`src/hdl/hjx_pkg.sv`:
```
// shared types, constants and helpers for the head jump crossfade mixer
package hjx_pkg;

    localparam int NUM_HEADS_DEF   = 4;
    localparam int LOOP_LENGTH_DEF = 65536;

    localparam logic [15:0] FADE_LEN_RST = 16'd512;
    localparam logic [16:0] Q15_ONE      = 17'd32768;
    localparam logic [16:0] HALF_SAMPLE  = 17'h08000;

    typedef enum logic [1:0] {
        ALU_ADD = 2'd0,
        ALU_SUB = 2'd1
    } t_alu_op;

    typedef logic [3:0][15:0] t_amts;

    typedef struct packed {
        logic        func;
        logic [1:0]  head_index;
        logic [15:0] read_amt;
        logic [15:0] write_amt;
        logic [15:0] erase_amt;
        logic [15:0] feedback_amount;
        logic [15:0] head_position;
        logic        reversed;
        logic        teleported;
        logic [31:0] jump_old_position;
        logic [23:0] jump_prev_speed;
        logic        jump_old_forward;
    } t_in_item;

    typedef struct packed {
        logic [1:0]  out_head_index;
        logic        is_fading_copy;
        logic [15:0] weight;
        logic [15:0] out_read;
        logic [15:0] out_write;
        logic [15:0] out_erase;
        logic [15:0] out_feedback;
        logic [15:0] out_position;
        logic        last;
    } t_out_item;

    function automatic logic [15:0] sat_q15(input logic [15:0] v);
        return (v > 16'd32768) ? 16'd32768 : v;
    endfunction

endpackage

```
`src/hdl/hjx_if.sv`:
```
// valid/ready channel interfaces for input items and result items
interface hjx_in_if;
    logic               valid;
    logic               ready;
    hjx_pkg::t_in_item  payload;
    modport source (output valid, output payload, input ready);
    modport sink   (input valid, input payload, output ready);
endinterface

interface hjx_out_if;
    logic               valid;
    logic               ready;
    hjx_pkg::t_out_item payload;
    modport source (output valid, output payload, input ready);
    modport sink   (input valid, input payload, output ready);
endinterface

```
`src/hdl/hjx_alu.sv`:
```
// shared add/subtract-compare and 17x17 multiply unit
module hjx_alu #(
    parameter int AW = 33
) (
    input  hjx_pkg::t_alu_op i_op,
    input  logic [AW-1:0]    i_a,
    input  logic [AW-1:0]    i_b,
    input  logic [16:0]      i_ma,
    input  logic [16:0]      i_mb,
    output logic [AW-1:0]    o_res,
    output logic             o_ge,
    output logic [33:0]      o_prod
);
    always_comb begin
        unique case (i_op)
            hjx_pkg::ALU_ADD: o_res = i_a + i_b;
            hjx_pkg::ALU_SUB: o_res = i_a - i_b;
            default:          o_res = i_a - i_b;
        endcase
    end

    assign o_ge   = (i_a >= i_b);
    assign o_prod = 34'(i_ma) * 34'(i_mb);
endmodule

```
`src/hdl/head_jump_crossfade_mixer_core.sv`:
```
// top level: sequencer, per-head fade state and result register
// flow: a plain or reset item runs prep, multiply and emit; a fading tick also runs the old
//   weight compare, rounding and advance, the 15 step division when the old weight needs it,
//   and the position and speed reduction on a tick that starts a fade
// throughput: one item at a time; a fade may give a second result after the first transfer
// reset: synchronous active low; clears fades, seen flags, sequencer, fade_length to 512
module head_jump_crossfade_mixer_core #(
    parameter int NUM_HEADS   = hjx_pkg::NUM_HEADS_DEF,
    parameter int LOOP_LENGTH = hjx_pkg::LOOP_LENGTH_DEF
) (
    input  logic        i_clk,
    input  logic        i_rst_n,
    input  logic        i_cfg_wr_en,
    input  logic [15:0] i_cfg_wr_data,
    hjx_in_if.sink      i_in,
    hjx_out_if.source   o_out
);
    // widths: position hi part mod LOOP_LENGTH, LW.16 position, alu word
    localparam int LW    = (LOOP_LENGTH > 1) ? $clog2(LOOP_LENGTH) : 1;
    localparam int POS_W = LW + 16;
    localparam int AW    = POS_W + 1;
    localparam int HW    = (NUM_HEADS > 1) ? $clog2(NUM_HEADS) : 1;
    localparam logic [AW-1:0] MOD_L = AW'(LOOP_LENGTH);
    localparam logic [AW-1:0] MOD_M = MOD_L << 16;
    // reciprocal of the loop length for the whole-sample reduction; a 16 bit value
    // is always below a loop length of 65536 or more
    localparam logic [16:0] MOD_LM  = (LOOP_LENGTH < 65536) ? 17'(LOOP_LENGTH) : 17'd0;
    localparam logic [16:0] MOD_RCP = (LOOP_LENGTH < 65536) ? 17'(65536 / LOOP_LENGTH)
                                                            : 17'd0;

    typedef enum logic [9:0] {
        S_IDLE = 10'b0000000001,
        S_PREP = 10'b0000000010,
        S_MOD  = 10'b0000000100,
        S_WCMP = 10'b0000001000,
        S_WDIV = 10'b0000010000,
        S_RND  = 10'b0000100000,
        S_ADV1 = 10'b0001000000,
        S_ADV2 = 10'b0010000000,
        S_MUL  = 10'b0100000000,
        S_EMIT = 10'b1000000000
    } t_state;

    t_state r_state, n_state;
    logic [3:0] r_cnt, n_cnt;

    // per-head state
    logic [NUM_HEADS-1:0] r_fact, r_seen;
    logic [15:0]           r_frem [NUM_HEADS];
    logic [POS_W-1:0]      r_fpos [NUM_HEADS];
    logic [POS_W-1:0]      r_fspd [NUM_HEADS];
    logic                  r_ffwd [NUM_HEADS];
    hjx_pkg::t_amts        r_famt [NUM_HEADS];
    hjx_pkg::t_amts        r_prev [NUM_HEADS];
    logic [15:0]           r_flen;

    // working registers for the item in flight
    hjx_pkg::t_in_item  r_in;
    hjx_pkg::t_amts     r_cur;
    logic [AW-1:0]      r_acc;
    logic [14:0]        r_q;
    logic [15:0]        r_wold;
    logic [15:0]        r_p;
    logic               r_bor;
    logic               r_copy;
    logic [15:0]        r_w;
    logic               r_last;
    hjx_pkg::t_out_item r_out;

    logic [HW-1:0]    w_h;
    logic [15:0]      w_len, w_wnew;
    hjx_pkg::t_amts   w_prev_eff;
    logic             w_start, w_accept, w_out_done;
    hjx_pkg::t_alu_op w_op;
    logic [AW-1:0]    w_a, w_b, w_res, w_acc_nxt;
    logic             w_ge;
    logic [16:0]      w_ma, w_mb, w_amt, w_q;
    logic [33:0]      w_prod;
    logic [AW-1:0]    w_rnd_hi;
    logic [POS_W-1:0] w_pos_nxt;
    logic [15:0]      w_mod_x;

    assign w_h    = HW'(r_in.head_index);
    assign w_len  = (r_flen == 16'd0) ? 16'd1 : r_flen;
    assign w_wnew = 16'(hjx_pkg::Q15_ONE - 17'(r_wold));
    assign w_prev_eff = r_seen[w_h] ? r_prev[w_h] : r_cur;

    // fade starts on this head's own jump while audible before and after
    assign w_start = (r_in.reversed | r_in.teleported)
                   & ((r_cur[0] != 16'd0) | (r_cur[1] != 16'd0))
                   & ((w_prev_eff[0] != 16'd0) | (w_prev_eff[1] != 16'd0));

    assign i_in.ready    = (r_state == S_IDLE);
    assign o_out.valid   = (r_state == S_EMIT);
    assign o_out.payload = r_out;
    assign w_accept      = i_in.valid & i_in.ready;
    assign w_out_done    = o_out.valid & o_out.ready;

    // whole-sample part under reduction: position first, then speed
    assign w_mod_x = r_cnt[2] ? {8'd0, r_in.jump_prev_speed[23:16]}
                              : r_in.jump_old_position[31:16];

    // operand selection for the shared unit
    always_comb begin
        w_op = hjx_pkg::ALU_SUB;
        w_a  = r_acc;
        w_b  = MOD_L;
        unique case (r_state)
            S_MOD: begin
                // step 2: value minus estimate times length, step 3: final correction
                w_a = (r_cnt[1:0] == 2'd3) ? r_acc : AW'(w_mod_x);
                w_b = (r_cnt[1:0] == 2'd3) ? MOD_L : r_acc;
            end
            S_WCMP: begin
                w_a = AW'(r_frem[w_h]);
                w_b = AW'(w_len);
            end
            S_WDIV: begin
                w_a = {r_acc[AW-2:0], 1'b0};
                w_b = AW'(w_len);
            end
            S_RND: begin
                w_op = hjx_pkg::ALU_ADD;
                w_a  = AW'(r_fpos[w_h]);
                w_b  = AW'(hjx_pkg::HALF_SAMPLE);
            end
            S_ADV1: begin
                w_op = r_ffwd[w_h] ? hjx_pkg::ALU_ADD : hjx_pkg::ALU_SUB;
                w_a  = AW'(r_fpos[w_h]);
                w_b  = AW'(r_fspd[w_h]);
            end
            S_ADV2: begin
                w_op = r_ffwd[w_h] ? hjx_pkg::ALU_SUB : hjx_pkg::ALU_ADD;
                w_a  = r_acc;
                w_b  = MOD_M;
            end
            default: begin
                w_op = hjx_pkg::ALU_SUB;
            end
        endcase
    end

    // multiply operands: amount times weight, erase works on its complement;
    // during the reduction the quotient estimate and its product with the length
    always_comb begin
        w_amt = 17'(r_copy ? r_famt[w_h][r_cnt[1:0]] : r_cur[r_cnt[1:0]]);
        w_ma  = (r_cnt[1:0] == 2'd2) ? (hjx_pkg::Q15_ONE - w_amt) : w_amt;
        w_mb  = 17'(r_w);
        if (r_state == S_MOD) begin
            if (r_cnt[0]) begin
                w_ma = r_acc[16:0];
                w_mb = MOD_LM;
            end else begin
                w_ma = 17'(w_mod_x);
                w_mb = MOD_RCP;
            end
        end
    end

    hjx_alu #(.AW(AW)) u_alu (
        .i_op   (w_op),
        .i_a    (w_a),
        .i_b    (w_b),
        .i_ma   (w_ma),
        .i_mb   (w_mb),
        .o_res  (w_res),
        .o_ge   (w_ge),
        .o_prod (w_prod)
    );

    assign w_acc_nxt = w_ge ? w_res : w_a;
    assign w_q       = 17'(w_prod[30:15]);
    // rounded whole sample equals the loop length only at the wrap point
    assign w_rnd_hi  = w_res >> 16;
    assign w_pos_nxt = r_ffwd[w_h] ? POS_W'(w_ge ? w_res : r_acc)
                                   : POS_W'(r_bor ? w_res : r_acc);

    // sequencer
    always_comb begin
        n_state = r_state;
        n_cnt   = r_cnt + 4'd1;
        unique case (r_state)
            S_IDLE: begin
                n_cnt = 4'd0;
                if (w_accept && (int'(i_in.payload.head_index) < NUM_HEADS)) begin
                    n_state = S_PREP;
                end
            end
            S_PREP: begin
                n_cnt = 4'd0;
                if (r_in.func)                   n_state = S_MUL;
                else if (w_start)                n_state = S_MOD;
                else if (r_fact[w_h])            n_state = S_WCMP;
                else                             n_state = S_MUL;
            end
            S_MOD: begin
                if (r_cnt == 4'd7) n_state = S_WCMP;
            end
            S_WCMP: begin
                n_cnt   = 4'd0;
                n_state = w_ge ? S_RND : S_WDIV;
            end
            S_WDIV: begin
                if (r_cnt == 4'd14) n_state = S_RND;
            end
            S_RND:  n_state = S_ADV1;
            S_ADV1: n_state = S_ADV2;
            S_ADV2: begin
                n_cnt   = 4'd0;
                n_state = S_MUL;
            end
            S_MUL: begin
                if (r_cnt == 4'd3) n_state = S_EMIT;
            end
            S_EMIT: begin
                n_cnt = 4'd0;
                if (w_out_done) begin
                    n_state = (r_copy && (w_wnew != 16'd0)) ? S_MUL : S_IDLE;
                end
            end
            default: n_state = S_IDLE;
        endcase
    end

    // control state and per-head flags
    always_ff @(posedge i_clk) begin
        if (!i_rst_n) begin
            r_state <= S_IDLE;
            r_cnt   <= 4'd0;
            r_fact  <= '0;
            r_seen  <= '0;
            r_flen  <= hjx_pkg::FADE_LEN_RST;
        end else begin
            r_state <= n_state;
            r_cnt   <= n_cnt;
            if (i_cfg_wr_en) r_flen <= i_cfg_wr_data;
            if (r_state == S_PREP) begin
                r_seen[w_h] <= 1'b1;
                if (r_in.func)    r_fact <= '0;
                else if (w_start) r_fact[w_h] <= 1'b1;
            end
            // fade ends when the countdown hits zero
            if ((r_state == S_ADV2) && (r_frem[w_h] == 16'd1)) r_fact[w_h] <= 1'b0;
        end
    end

    // datapath
    always_ff @(posedge i_clk) begin
        unique case (r_state)
            S_IDLE: begin
                r_in     <= i_in.payload;
                r_cur[0] <= hjx_pkg::sat_q15(i_in.payload.read_amt);
                r_cur[1] <= hjx_pkg::sat_q15(i_in.payload.write_amt);
                r_cur[2] <= hjx_pkg::sat_q15(i_in.payload.erase_amt);
                r_cur[3] <= hjx_pkg::sat_q15(i_in.payload.feedback_amount);
            end
            S_PREP: begin
                r_prev[w_h] <= r_cur;
                r_copy      <= 1'b0;
                r_w         <= 16'(hjx_pkg::Q15_ONE);
                r_last      <= 1'b1;
                if (!r_in.func && w_start) begin
                    // snapshot of the pre-jump head
                    r_frem[w_h] <= w_len;
                    r_ffwd[w_h] <= r_in.jump_old_forward;
                    r_famt[w_h] <= w_prev_eff;
                end
            end
            S_MOD: begin
                // estimate is at most one below the true quotient
                case (r_cnt[1:0])
                    2'd0:    r_acc <= AW'(w_prod[32:16]);
                    2'd1:    r_acc <= AW'(w_prod);
                    2'd2:    r_acc <= w_res;
                    default: begin
                        if (r_cnt[2]) begin
                            r_fspd[w_h] <= {w_acc_nxt[LW-1:0], r_in.jump_prev_speed[15:0]};
                        end else begin
                            r_fpos[w_h] <= {w_acc_nxt[LW-1:0], r_in.jump_old_position[15:0]};
                        end
                    end
                endcase
            end
            S_WCMP: begin
                r_wold <= 16'(hjx_pkg::Q15_ONE);
                r_acc  <= AW'(r_frem[w_h]);
                r_q    <= '0;
            end
            S_WDIV: begin
                r_acc <= w_acc_nxt;
                r_q   <= {r_q[13:0], w_ge};
                if (r_cnt == 4'd14) r_wold <= {1'b0, r_q[13:0], w_ge};
            end
            S_RND: begin
                r_p <= (w_rnd_hi == MOD_L) ? 16'd0 : 16'(w_rnd_hi);
            end
            S_ADV1: begin
                r_acc <= w_res;
                r_bor <= ~w_ge;
            end
            S_ADV2: begin
                r_fpos[w_h] <= w_pos_nxt;
                r_frem[w_h] <= r_frem[w_h] - 16'd1;
                if (r_wold != 16'd0) begin
                    r_copy <= 1'b1;
                    r_w    <= r_wold;
                    r_last <= (w_wnew == 16'd0);
                end else begin
                    r_copy <= 1'b0;
                    r_w    <= w_wnew;
                    r_last <= 1'b1;
                end
            end
            S_MUL: begin
                case (r_cnt[1:0])
                    2'd0:    r_out.out_read     <= w_q[15:0];
                    2'd1:    r_out.out_write    <= w_q[15:0];
                    2'd2:    r_out.out_erase    <= 16'(hjx_pkg::Q15_ONE - w_q);
                    default: r_out.out_feedback <= w_q[15:0];
                endcase
                r_out.out_head_index <= r_in.head_index;
                r_out.is_fading_copy <= r_copy;
                r_out.weight         <= r_w;
                r_out.out_position   <= r_copy ? r_p : r_in.head_position;
                r_out.last           <= r_last;
            end
            S_EMIT: begin
                // second transfer of a fade: current head at the complement
                if (w_out_done) begin
                    r_copy <= 1'b0;
                    r_w    <= w_wnew;
                    r_last <= 1'b1;
                end
            end
            default: begin
                r_acc <= r_acc;
            end
        endcase
    end

    // no new item while a result waits
    a_busy_out: assert property (@(posedge i_clk) disable iff (!i_rst_n)
        o_out.valid |-> !i_in.ready)
        else $error("input ready while a result is pending");

    // the final transfer of an item returns the block to idle
    a_last_idle: assert property (@(posedge i_clk) disable iff (!i_rst_n)
        (o_out.valid && o_out.ready && o_out.payload.last) |=> i_in.ready)
        else $error("block not idle after last transfer");

    // zero weight results are never shown
    a_weight: assert property (@(posedge i_clk) disable iff (!i_rst_n)
        o_out.valid |-> (o_out.payload.weight != 16'd0))
        else $error("zero weight result");

endmodule

```
`src/flat_wrapper.sv`:
```
// flat-port wrapper written by rule: the top's interface ports become plain ports
module head_jump_crossfade_mixer_core_flat 
#(
    parameter int NUM_HEADS   = hjx_pkg::NUM_HEADS_DEF,
    parameter int LOOP_LENGTH = hjx_pkg::LOOP_LENGTH_DEF
)
  (i_clk, i_rst_n, i_cfg_wr_en, i_cfg_wr_data, i_in_valid, i_in_payload, i_in_ready, o_out_valid, o_out_payload, o_out_ready);
  hjx_in_if i_in_i ();
  hjx_out_if o_out_i ();
  input  logic i_clk;
  input  logic i_rst_n;
  input  logic i_cfg_wr_en;
  input  logic [15:0] i_cfg_wr_data;
  input wire logic [$bits(i_in_i.valid)-1:0] i_in_valid;
  input wire logic [$bits(i_in_i.payload)-1:0] i_in_payload;
  output wire logic [$bits(i_in_i.ready)-1:0] i_in_ready;
  output wire logic [$bits(o_out_i.valid)-1:0] o_out_valid;
  output wire logic [$bits(o_out_i.payload)-1:0] o_out_payload;
  input wire logic [$bits(o_out_i.ready)-1:0] o_out_ready;
  assign i_in_i.valid = i_in_valid;
  assign i_in_i.payload = i_in_payload;
  assign i_in_ready = i_in_i.ready;
  assign o_out_valid = o_out_i.valid;
  assign o_out_payload = o_out_i.payload;
  assign o_out_i.ready = o_out_ready;
  head_jump_crossfade_mixer_core #(.NUM_HEADS(NUM_HEADS), .LOOP_LENGTH(LOOP_LENGTH)) u_core (.i_clk(i_clk), .i_rst_n(i_rst_n), .i_cfg_wr_en(i_cfg_wr_en), .i_cfg_wr_data(i_cfg_wr_data), .i_in(i_in_i), .o_out(o_out_i));
endmodule
```
`config.mk`:
```
export PLATFORM = sky130hd
export DESIGN_NAME = head_jump_crossfade_mixer_core_flat
export DESIGN_NICKNAME = d
export VERILOG_FILES = /design/src/hdl/hjx_pkg.sv /design/src/hdl/hjx_if.sv /design/src/hdl/hjx_alu.sv /design/src/hdl/head_jump_crossfade_mixer_core.sv /design/src/flat_wrapper.sv
export SDC_FILE = /design/constraint.sdc
export NUM_CORES = 2
export LEC_CHECK = 0
export BUFFER_PORTS_ARGS = -buffer_cell sky130_fd_sc_hd__buf_2
export CORE_UTILIZATION = 40
export CTS_CLUSTER_SIZE = 16
export DETAILED_ROUTE_END_ITERATION = 6
export PLACE_DENSITY = 0.63
export SLEW_MARGIN = 20
export SYNTH_ARGS = -nofsm -noshare
export SYNTH_HDL_FRONTEND = slang
export SYNTH_SLANG_ARGS = --single-unit
```
`constraint.sdc`:
```
create_clock -name i_clk -period 10.2 [get_ports i_clk]
set_input_delay 1.02 -clock i_clk [delete_from_list [all_inputs] [get_ports i_clk]]
set_output_delay 1.02 -clock i_clk [all_outputs]
set_load 0.02 [all_outputs]
```
After elaboration in Yosys (flattened, before gate mapping) --
Memories as Yosys holds them, arrays and structs flattened. A register that Yosys moved wholly into a read port is not among the register bits. Cells that the tools add are included.
Storage, ports and cells: register bits after elaboration 378, memory bits (writable) 836, input port bits 163, output and inout bits 102, logic and storage cells 210, memories 6
Memories:
- u_core.r_famt | depth 4, width 64, rd ports 1, clocked after Yosys merged registers in 1, wr ports 1, line head_jump_crossfade_mixer_core.sv:53 | hjx_pkg::t_amts r_famt [NUM_HEADS];
- u_core.r_prev | depth 4, width 64, rd ports 1, clocked after Yosys merged registers in 1, wr ports 1, line head_jump_crossfade_mixer_core.sv:54 | hjx_pkg::t_amts r_prev [NUM_HEADS];
- u_core.r_fpos | depth 4, width 32, rd ports 1, clocked after Yosys merged registers in 1, wr ports 1, line head_jump_crossfade_mixer_core.sv:50 | logic [POS_W-1:0] r_fpos [NUM_HEADS];
- u_core.r_fspd | depth 4, width 32, rd ports 1, clocked after Yosys merged registers in 1, wr ports 1, line head_jump_crossfade_mixer_core.sv:51 | logic [POS_W-1:0] r_fspd [NUM_HEADS];
- u_core.r_frem | depth 4, width 16, rd ports 1, clocked after Yosys merged registers in 1, wr ports 1, line head_jump_crossfade_mixer_core.sv:49 | logic [15:0] r_frem [NUM_HEADS];
- u_core.r_ffwd | depth 4, width 1, rd ports 1, clocked after Yosys merged registers in 1, wr ports 1, line head_jump_crossfade_mixer_core.sv:52 | logic r_ffwd [NUM_HEADS];
Cells by class: add/subtract/negate cells 7, $mul 1, magnitude comparators 8, equal/unequal tests 24, mux-type cells 84, bitwise operators 16, reductions and logical operators 30
Operators by type and width (count):
- 33-bit case mux with 4 select lines | 2
- 16-bit 2-to-1 mux | 11
- 33-bit case mux with 5 select lines | 1
- 33-bit 2-to-1 mux | 4
- 32-bit 2-to-1 mux | 4
- 10-bit case mux with 10 select lines | 1
- 33-bit case mux with 3 select lines | 1
- 16-bit nonzero test | 6
- 10-bit 2-to-1 mux | 7
- 16-bit binary-select mux with 2-bit select | 2
- 16-bit greater-than comparator (second input constant) | 4
- 64-bit 2-to-1 mux | 1
- 17-bit 2-to-1 mux | 3
- 16-bit case mux with 3 select lines | 1
- 33-bit adder | 1
- 33-bit greater-or-equal comparator | 1
- 17-bit by 17-bit multiplier with 33-bit output | 1
- 33-bit subtractor | 1
- 16-bit zero test | 2
- 16-bit case mux with 2 select lines | 1
- 16-bit subtractor (first input constant) | 2
- 14-bit case mux with 2 select lines | 1
- 1-bit 2-to-1 mux | 24
- 4-bit 2-to-1 mux | 5
- other kinds (49) | 83

Longest topological paths before layout --
depth after elaboration 12, depth in mapped cells 40, mapped depth without buffers 35

Modules after synthesis --
Synthesis repeated with hierarchy kept, for this count alone.
Second synthesis, totals: cells, all modules 4616, area, all modules 64150.3 um2
By module, submodules not included:
- head_jump_crossfade_mixer_core | times used 1, cells an instance 2918, area each 50719.9 um2, seq. area each 36114.6 um2
- hjx_alu | times used 1, cells an instance 1698, area each 13430.4 um2, seq. area each 0.0 um2

Worst setup path before layout --
No wires, ideal clock.
kind flip-flop to flip-flop, start register u_core.r_cnt[0], end register u_core.r_out (netlist bit u_core.o_out.payload[48]), data pin, setup time 0.271 ns, arrival time 9.713 ns, required time 9.929 ns, setup slack 0.215 ns, cell stages (with the launch flop) 37, path buffers 5, clock period less this slack 9.985 ns, path through dfxtp_1 -> buf_2 -> buf_2 -> buf_2 -> mux4_2 -> a21oi_2 -> clkbuf_1 -> ha_1 -> nor4b_1 -> nand4_1 -> o21ai_0 -> xnor2_1 -> nand2_1 -> o21ai_1 -> nand2_1 -> fa_1 -> fa_1 -> fa_1 -> fa_1 -> inv_1 -> fa_1 -> inv_1 -> fa_1 -> inv_1 -> ha_1 -> a21oi_1 -> o21ai_1 -> or2_2 -> nor3_1 -> nor2_1 -> xnor2_1 -> inv_1 -> nor4_1 -> or4b_1 -> clkbuf_1 -> nor4_1 -> xor2_1
On the way: cells in the longest elaborated chain, start to end 8, elaborated cells between the ends (all ways) 12, those cells by class 2 x add/sub; 1 x mul; 1 x eq/ne; 8 x mux
RTL lines:
- from (decl) | line head_jump_crossfade_mixer_core.sv:45 | logic [3:0] r_cnt, n_cnt;
- from (signal assigned) | line head_jump_crossfade_mixer_core.sv:235 | r_cnt <= n_cnt;
- 16-bit binary-select mux with 2-bit select | line head_jump_crossfade_mixer_core.sv:146 | w_amt = 17'(r_copy ? r_famt[w_h][r_cnt[1:0]] : r_cur[r_cnt[1:0]]);
- 16-bit 2-to-1 mux (implied by the code) | line head_jump_crossfade_mixer_core.sv:146
- 16-bit 2-to-1 mux | line head_jump_crossfade_mixer_core.sv:146
- 16-bit by 17-bit subtractor with 17-bit output | line head_jump_crossfade_mixer_core.sv:147 | w_ma = (r_cnt[1:0] == 2'd2) ? (hjx_pkg::Q15_ONE - w_amt) : w_amt;
- 17-bit 2-to-1 mux | line head_jump_crossfade_mixer_core.sv:147
- 17-bit 2-to-1 mux * | line head_jump_crossfade_mixer_core.sv:149 | if (r_state == S_MOD) begin
- 17-bit by 17-bit multiplier with 33-bit output * | line hjx_alu.sv:23 | assign o_prod = 34'(i_ma) * 34'(i_mb);
- named net u_core.u_alu.o_prod[18] | line hjx_alu.sv:12 | output logic [33:0] o_prod
- 16-bit subtractor * | line head_jump_crossfade_mixer_core.sv:318 | 2'd2: r_out.out_erase <= 16'(hjx_pkg::Q15_ONE - w_q);
- to (decl) | line head_jump_crossfade_mixer_core.sv:68 | hjx_pkg::t_out_item r_out;
Mark *: on every way through the listed nets, which the timed path passes. The rest lies on a longest branch. The select of a mux whose other input is x is not followed. A chain may end at the register's enable or synchronous reset.

==> impl_metrics.yaml <==
drt:
  drt_iter0_drc: 4596
  dr.pass1.iters: 7
  via_count: 39700
  antenna_left: 0
  drc_errors: 38
  routed_wl_um: 186000
  wire_per_inst_um: 26.9
  vias_per_cell: 5.74
global_route:
  grt.busiest_layer: "met2"
  grtUsageMet2_pct: 35.8
  grt_first_pass_wirelength_um: 271000
  gr-total-overflow: 0
  track_usage_pct: 23.5
  antenna_found_initial: 14
  grt_max_degree: 75
  grtUsageMet3_pct: 5.04
  grtUsageMet1_pct: 33.8
  grt_pass1_vias: 39500
yosys:
  synth_warnings: 0
  muxShareOfSynthArea_pct: 11.0
  synth_fa_ha_area_share_pct: 10.4
  synth.area.top_cells: "edfxtp_1 57%, mux4_2 8.3%, fa_1 6.8%, ha_1 3.6%, inv_1 2.3%"
  syn_inst: 4428
  synthXorXnorAreaFrac_pct: 1.57
  syn_area_um2: 62300
  synth-simple-area-share_pct: 8.52
  synth_compound_area_share_pct: 6.71
  yosysTopAreaCell: "edfxtp_1"
  yosys_most_used_dff: "edfxtp_1"
  ys_seq_area_share_pct: 58.0
  synth_fp_nets: 4981
  ys_ff_latch: 1216
  synth_top_family_by_area: "multiplexers"
  async_flop_share_pct: 0
  synth-edff-count: 1176
  syn_avg_cell_area_um2: 14.1
  synth.top_cell.area_share_pct: 56.7
  synthDistinctLibCells: 84
critical_path:
  critPathBufInv: 7
  reg2regPathDepth: 33
  critPathMostFrequentCell: "fa_1"
  critPathArrivalTime_ps: 10250
  critPathKind: "register to register"
  r2r_slack_ps: 450
  r2r-end: "u_core.o_out.payload[42]$_DFFE_PP_"
  max_stage_delay_ps: 660
  path_delay_family: "adder cells"
  start_kind: "register"
  path_depth: 33
  cp.required_ps: 10700
  slowest_stage: "or4b_2"
  cp-end-kind: "register"
  critical_path.max_fanout: 14
hold_path:
  hp-class: "input port to register"
  hold_depth: 1
  hold_end: "u_core.r_in[61]$_DFFE_PP_"
  hp-start: "i_in_payload[61]"
timing:
  timing.slew.headroom_pct: 19.9
  hold_viol: 0
  worst_slew_pin_slew_ps: 1190
  rsz0062_at_grt: "no"
  setup_viol: 0
  fin_crit_ps: 9750
  min_period_over_period_pct: 95.6
  fin_tns_setup_ps: 0
  finalMaxSlewViolations: 0
  skew_ps: 44.8
  max_freq_mhz: 103
finish:
  fin_area_um2: 71000
  nNetsFinal: 5323
  syn_to_final_growth_pct: 13.9
  fill_cells: 13700
  drive_gt1_share_pct: 20.5
placement:
  place_area_um2: 66600
  io_buffers: 264
  gp_congestion: 0.954
  place_hpwl_um: 133000
die:
  die_y_um: 397
  dieArea_um2: 157000
  initial_core_util_pct: 40.4
  fp-row-count: 144
  fp.coreArea_um2: 154000
  io_pins: 265
  dieWidth_um: 397
cts:
  numCtsBuffers: 131
  clk_latency_ps: 780
  path_clk_slew_ps: 60
  clock-sinks: 1216
  cts_htree_levels: 4
  cts_tree: "built"
  cts-root-buf: "clkbuf_16"
  cts_buffer_depth: 3
outcome:
  status: "finished, violations left"
  failed_checks: "design-rule violations"
run:
  max_cap_violations: 0
## stage by stage
stage / cells / util, % / hold slack, ps / setup WS (ps)
2_1_floorplan: 4428 / - / 400 / 215
3_3_place_gp: 6676 / 43.2 / 446 / 385
3_5_place_dp: 6676 / 43.2 / 460 / 363
4_1_cts: 6912 / 45.9 / 360 / 306
5_1_grt: 6917 / 46.0 / 378 / 16.8
6_report: 6919 / 46.0 / 415 / 451
## timing repair
item                       in CTS  in global routing
resized for setup               0                 18
setup endpoints to repair       0                 22
buffers inserted                0                  5
hold buffers                    0                  0
## worst max path at each step
stage                                from                                  to  slack, ps
6_report                         register  u_core.o_out.payload[42]$_DFFE_PP_        450
5_1_grt                          register  u_core.o_out.payload[42]$_DFFE_PP_         20
4_1_cts                          register  u_core.o_out.payload[42]$_DFFE_PP_        310
3_5_place_dp                     register  u_core.o_out.payload[42]$_DFFE_PP_        360
3_3_place_gp                     register  u_core.o_out.payload[45]$_DFFE_PP_        380
2_1_floorplan  u_core.r_cnt[0]$_SDFF_PP0_  u_core.o_out.payload[48]$_DFFE_PP_        220
## per-layer routing
| layer | share of wire [%] | vias to the layer above |
|---|---|---|
| li1 | - | 17200 |
| met1 | 43 | 20300 |
| met2 | 45 | 1924 |
| met3 | 9.6 | 273 |
| met4 | 2.6 | 8 |
| met5 | 0.030 | - |
## flip-flops by register name, summed over array words and instances (netlist names), 4 cells and up, named ones only
signal,cells
u_core.o_out.payload,100
u_core.r_acc,33
u_core.r_cnt,4
u_core.r_cur,64
u_core.r_fact,4
u_core.r_famt,256
u_core.r_ffwd,4
u_core.r_flen,16
u_core.r_fpos,128
u_core.r_frem,64
u_core.r_fspd,128
u_core.r_in,76
u_core.r_p,16
u_core.r_prev,256
u_core.r_q,14
u_core.r_seen,4
u_core.r_state,10
u_core.r_w,16
u_core.r_wold,16
## final cells by class
class	count	area (µm²)	share of cell area [%]
sequential	1216	36100	50.9
tap	2044	2560	3.60
antenna	2	5.00	0.00705
clock buffer	164	3470	4.90
clock inverter	72	702	0.989
timing repair buffer	424	2630	3.70
inverter	387	1460	2.05
multi-input combinational	2610	24000	33.8
## synth_stat cells (12+ instances only)
cell	instances
nor2b_1	93
and3_1	34
buf_2	34
o31ai_1	18
ha_1	180
dfxtp_1	40
o21bai_1	16
mux2i_1	66
nand2_1	341
o211ai_1	20
nand3_1	43
nor4_1	57
a22oi_1	28
a221o_1	22
nor3_1	49
a211oi_1	17
and2_1	83
o221ai_1	15
xor2_1	40
mux4_2	230
a222oi_1	23
nor2_1	280
o21ai_0	105
mux2_2	88
a21o_1	28
inv_1	385
o22ai_1	14
clkbuf_1	153
nand4_1	12
nand2b_1	30
fa_1	210
a221oi_1	25
a31oi_1	30
edfxtp_1	1176
a21oi_1	187
or3_1	14
xnor2_1	70
## cell usage in the layout, fill, tap and decap left out, types with 28 or more instances in the layout
master | netlist | final
a21o_1 | 28 | 28
a21oi_1 | 187 | 185
a22oi_1 | 28 | 28
a31oi_1 | 30 | 30
and2_1 | 83 | 83
and3_1 | 34 | 32
buf_2 | 34 | 264
buf_4 | 6 | 149
clkbuf_1 | 153 | 28
clkbuf_16 | 0 | 133
clkinv_1 | 2 | 30
dfxtp_1 | 40 | 37
edfxtp_1 | 1176 | 1176
fa_1 | 210 | 210
ha_1 | 180 | 180
inv_1 | 385 | 383
mux2_2 | 88 | 88
mux2i_1 | 66 | 64
mux4_2 | 230 | 229
nand2_1 | 341 | 340
nand2b_1 | 30 | 30
nand3_1 | 43 | 43
nor2_1 | 280 | 270
nor2b_1 | 93 | 93
nor3_1 | 49 | 41
nor4_1 | 57 | 51
o21ai_0 | 105 | 101
xnor2_1 | 70 | 67
xor2_1 | 40 | 40
## cells by family (layout without fill, tap and decap cells)
| group | after synthesis | count (layout) |
|---|---|---|
| flip-flops | 1216 | 1216 |
| AND/OR/NAND/NOR | 1097 | 1097 |
| AO/OA/AOI/OAI | 628 | 628 |
| buffers and inverters | 602 | 1047 |
| adder cells (fa/ha/maj) | 390 | 390 |
| multiplexers | 384 | 384 |
| XOR/XNOR | 111 | 111 |
| other | 0 | 2 |
Power is left out: the tool's default activity adds up to more than one toggle a clock period on the data nets, which glitch-free logic cannot reach.
